$ cat config.mk
export PLATFORM = sky130hd
export DESIGN_NAME = mlws_alu
export DESIGN_NICKNAME = d
export VERILOG_FILES = /design/src/rtl/core/mlws_pkg.sv /design/src/rtl/core/mlws_alu.sv
export SDC_FILE = /design/constraint.sdc
export NUM_CORES = 1
export LEC_CHECK = 0
export ABC_AREA = 1
export BUFFER_PORTS_ARGS = -buffer_cell sky130_fd_sc_hd__buf_2
export CAP_MARGIN = 20
export CORE_ASPECT_RATIO = 0.8
export CORE_MARGIN = 2
export CORE_UTILIZATION = 30
export DETAILED_ROUTE_END_ITERATION = 8
export PLACE_DENSITY = 0.58
export SYNTH_ARGS = -nofsm -noshare
export SYNTH_HDL_FRONTEND = slang
export SYNTH_SLANG_ARGS = --single-unit
$ cat constraint.sdc
create_clock -name vclk -period 2.3
set_input_delay 0.115 -clock vclk [all_inputs]
set_output_delay 0.115 -clock vclk [all_outputs]
set_load 0.05 [all_outputs]
$ cat src/rtl/core/mlws_pkg.sv
package mlws_pkg;

   localparam int WEIGHT_W = 20;
   localparam int TARGET_W = 30;
   localparam int SUM_W    = 32;
   localparam int LEN_W    = 13;

   localparam logic [TARGET_W-1:0] TARGET_RESET = TARGET_W'(1);

   // input item
   typedef struct packed {
      logic [WEIGHT_W-1:0] weight;
      logic                last_item;
   } req_type;

   // result item
   typedef struct packed {
      logic             found;
      logic [LEN_W-1:0] min_length;
      logic             overflow;
   } rsp_type;

   // shared adder operation
   typedef enum logic {
      ALU_ADD,
      ALU_SUB
   } alu_op_type;

   // control from the sequencer to the shared unit
   typedef struct packed {
      alu_op_type          op;
      logic [SUM_W-1:0]    operand;
   } alu_ctl_type;

endpackage

$ cat src/rtl/core/mlws_alu.sv
module mlws_alu
   import mlws_pkg::*;
   (input  logic [SUM_W-1:0]    sum,
    input  alu_ctl_type         ctl,
    input  logic [TARGET_W-1:0] target,
    output logic [SUM_W-1:0]    result,
    output logic                reached);

   // shared add / subtract on the window sum
   always_comb begin
      case (ctl.op)
         ALU_ADD: result = sum + ctl.operand;
         ALU_SUB: result = sum - ctl.operand;
         default: result = sum;
      endcase
   end

   // threshold compare on the current sum
   assign reached = (sum >= SUM_W'(target));

endmodule

==> out/summary.txt <==
sequential fraction of the synthesis area - 0
Worst-Margin Slew - 0.4083 ns
CORE AREA - 0.01360 mm^2
worst vdd ir - 483.4 uV
min-delay worst type - in -> out
Pwr Total - 0.003198 W
Initial Util - 0.3081
remaining antenna violation count after routing - 0
PD cells - 419.3 mW/mm^2
Worst Setup Start Kind - input port
CTS Hold Bufs - 0
peak fanout along the critical path - 4
# IOs - 128
Fin. Hold Viols - 0
RSZ-0062 raised after global routing - true
Syn Std Cell Area - 0.004189 mm^2
Routed WL per cell - 12.69 um
Area Overhead vs Synth - 82.08%
total of max-cap violations - 0
port buffer count - 128
top layer in use - met4
full die area - 0.01493 mm^2
Mapped Nets - 996
Lkg Pwr - 4.121 nW
Syn Area/Cell - 4.999 um^2
worst setup margin - -0.2301 ns
vias in the first global route - 5450
DR WL met2 - 7216 um
FF/Latch Area - 0 um^2
total wire length - 16010 um
part of the cycle the worst path needs - 1.100
clock buffers - 0
Die Span X - 136.1 um
worst-path cell chain - buf_2 > nor2_4 > nand2_1 > nor2_2 > nand3_2 > xnor2_1 > nand2_1 > o21ai_0 > ha_1 > nand2_2 > inv_1 > nand2_1 > nand2_1 > nand2_1 > nand2_2 > buf_4 > inv_2 > nand2_2 > nand2_2 > nand2_4 > buf_8
Slowest-stage cell, CP - ha_1
drt drc - 0
Most common cell on crit path - nand2_1
Worst EP required - 2.18 ns
Worst slew margin - 0.7259
1st-iter DRT viols - 228
# setup viols final - 24
CP Data Arrival Time - 2.42 ns
post-route minimum period - 2.530 ns
sequential cell count - 0
Die H - 109.7 um
row count - 38
Crit. End Element - output pin
layout cells sized above 1 - 0.4917
ANT cells - 0
initial antenna violation count - 0
DR pass1 iterations - 5
Vias/cell - 4.437
nets - 1242
status - finished with violations
FMAX - 395.2 MHz
wl on met1 - 7892 um
pin count of the biggest net entering global routing - 18
Setup TNS - -4.193 ns
synth warn - 0
Vias - 5600
Setup crit end - result[23]
unique cell type count in the Yosys netlist - 28
first-pass GRT wire length - 25360 um
Max Slew Vio Count - 0
critical path's largest stage delay - 0.38 ns
total global routing overflow - 0
gp weighted congestion - 0.9242
Post-DP HPWL - 13340 um
DP Area - 0.006041 mm^2
failing checks - setup timing
Inst Count DP - 1247
fin cells - 1262
Final Cell Area - 0.007627 mm^2
Synth Instances - 838
Worst Setup Path Type - in -> out
GRT Util Overall - 0.2097
met3 wire len - 685 um
CP startpoint - ctl[7]
hold_ws - 0.6764 ns
## layout by cell type, fill, tap and decap left out, types with 4 or more instances in the layout
| master | n |
|---|---|
| nand2_1 | 220 |
| inv_1 | 154 |
| buf_4 | 110 |
| buf_2 | 93 |
| nand2_2 | 90 |
| nor2_1 | 53 |
| ha_1 | 34 |
| nand3_1 | 30 |
| buf_6 | 29 |
| nor2_2 | 25 |
| nor2_4 | 25 |
| ha_4 | 25 |
| inv_2 | 21 |
| nand2_4 | 19 |
| xor2_2 | 15 |
| a21oi_1 | 15 |
| a21oi_2 | 14 |
| buf_8 | 14 |
| xor2_1 | 11 |
| nand3_2 | 9 |
| xnor2_2 | 8 |
| o21ai_0 | 8 |
| o21ai_2 | 8 |
| o21ai_1 | 7 |
| nand3_4 | 5 |
| xnor2_1 | 5 |
| xor2_4 | 4 |
| inv_4 | 4 |
| a21oi_4 | 4 |
## metal layers
layer	vias to the layer above	GRT usage
met1	2446	0.3058
met4	0	0.01711
met3	18	0.007377
li1	3009	-
met5	-	0
met2	127	0.3568
## kinds of logic (layout without fill, tap and decap cells)
kind of cell               Yosys count  in the layout  synth area share
AOI/OAI and AO/OA                   61             61           0.07676
xor gates and xnor gates            43             43           0.08990
adders and majority gates           63             63            0.1900
buffers and inverters              183            427            0.1649
and+or+nand+nor                    488            488            0.4785
## repair_timing
action                     4_1_cts  5_1_grt
setup buffers                   11        4
setup endpoints to repair       28       28
pin swaps                      102       75
gates resized for setup        258      131
## cells in the mapped netlist (2+ instances only)
| library cell | number | share of area |
|---|---|---|
| a21oi_1 | 32 | 0.038 |
| and2_1 | 2 | 0.0030 |
| and3_1 | 2 | 0.0030 |
| buf_2 | 3 | 0.0036 |
| ha_1 | 62 | 0.19 |
| inv_1 | 176 | 0.16 |
| inv_2 | 3 | 0.0027 |
| nand2_1 | 310 | 0.28 |
| nand2_2 | 18 | 0.027 |
| nand3_1 | 40 | 0.048 |
| nand3_2 | 4 | 0.0096 |
| nand4_1 | 3 | 0.0045 |
| nor2_1 | 97 | 0.087 |
| nor2_2 | 5 | 0.0075 |
| nor3_1 | 4 | 0.0048 |
| o21ai_0 | 17 | 0.020 |
| o21ai_1 | 6 | 0.0072 |
| o21bai_1 | 3 | 0.0054 |
| xnor2_1 | 13 | 0.027 |
| xor2_1 | 30 | 0.063 |
## area by class of cell
type	instances	area, um^2
Fill cell	1337	5971
Multi-Input combinational cell	655	4865
Timing Repair Buffer	248	1856
Inverter	179	681.9
Tap cell	180	225.2
## worst max-delay path, delay by kind of cell
family / cells / cell delay (ns)
simple gates: 13 / 1.16
buf+inv: 5 / 0.55
fa+ha+maj: 1 / 0.38
xor+xnor: 1 / 0.13
compound gates: 1 / 0.09
## where the power goes
| part | switching, W | internal [W] | total, W | leakage [nW] |
|---|---|---|---|---|
| Combinational | 0.00188 | 0.00132 | 0.00320 | 4.12 |
| Clock | 0 | 0 | 0 | 0 |
| Sequential | 0 | 0 | 0 | 0 |
## worst min-delay path by stage
| stage | startpoint | end | slack [ns] | cells past startpoint |
|---|---|---|---|---|
| after detailed placement | ctl[0] | result[0] | 0.66 | 4 |
| after CTS | ctl[0] | result[0] | 0.65 | 4 |
| after global placement | ctl[0] | result[0] | 0.65 | 4 |
| after floorplan | ctl[0] | result[0] | 0.51 | 2 |
| final | ctl[0] | result[0] | 0.68 | 4 |
| after global routing | ctl[0] | result[0] | 0.69 | 4 |
## through the flow
stage,setup slack (ns),util
after global routing,-0.4138,0.5609
final,-0.2301,0.5609
after floorplan,-0.1859,-
after CTS,-0.2237,0.5150
after detailed placement,-0.5210,0.4442
after global placement,-0.5034,0.4442
Power figures use the tool's default switching activity.
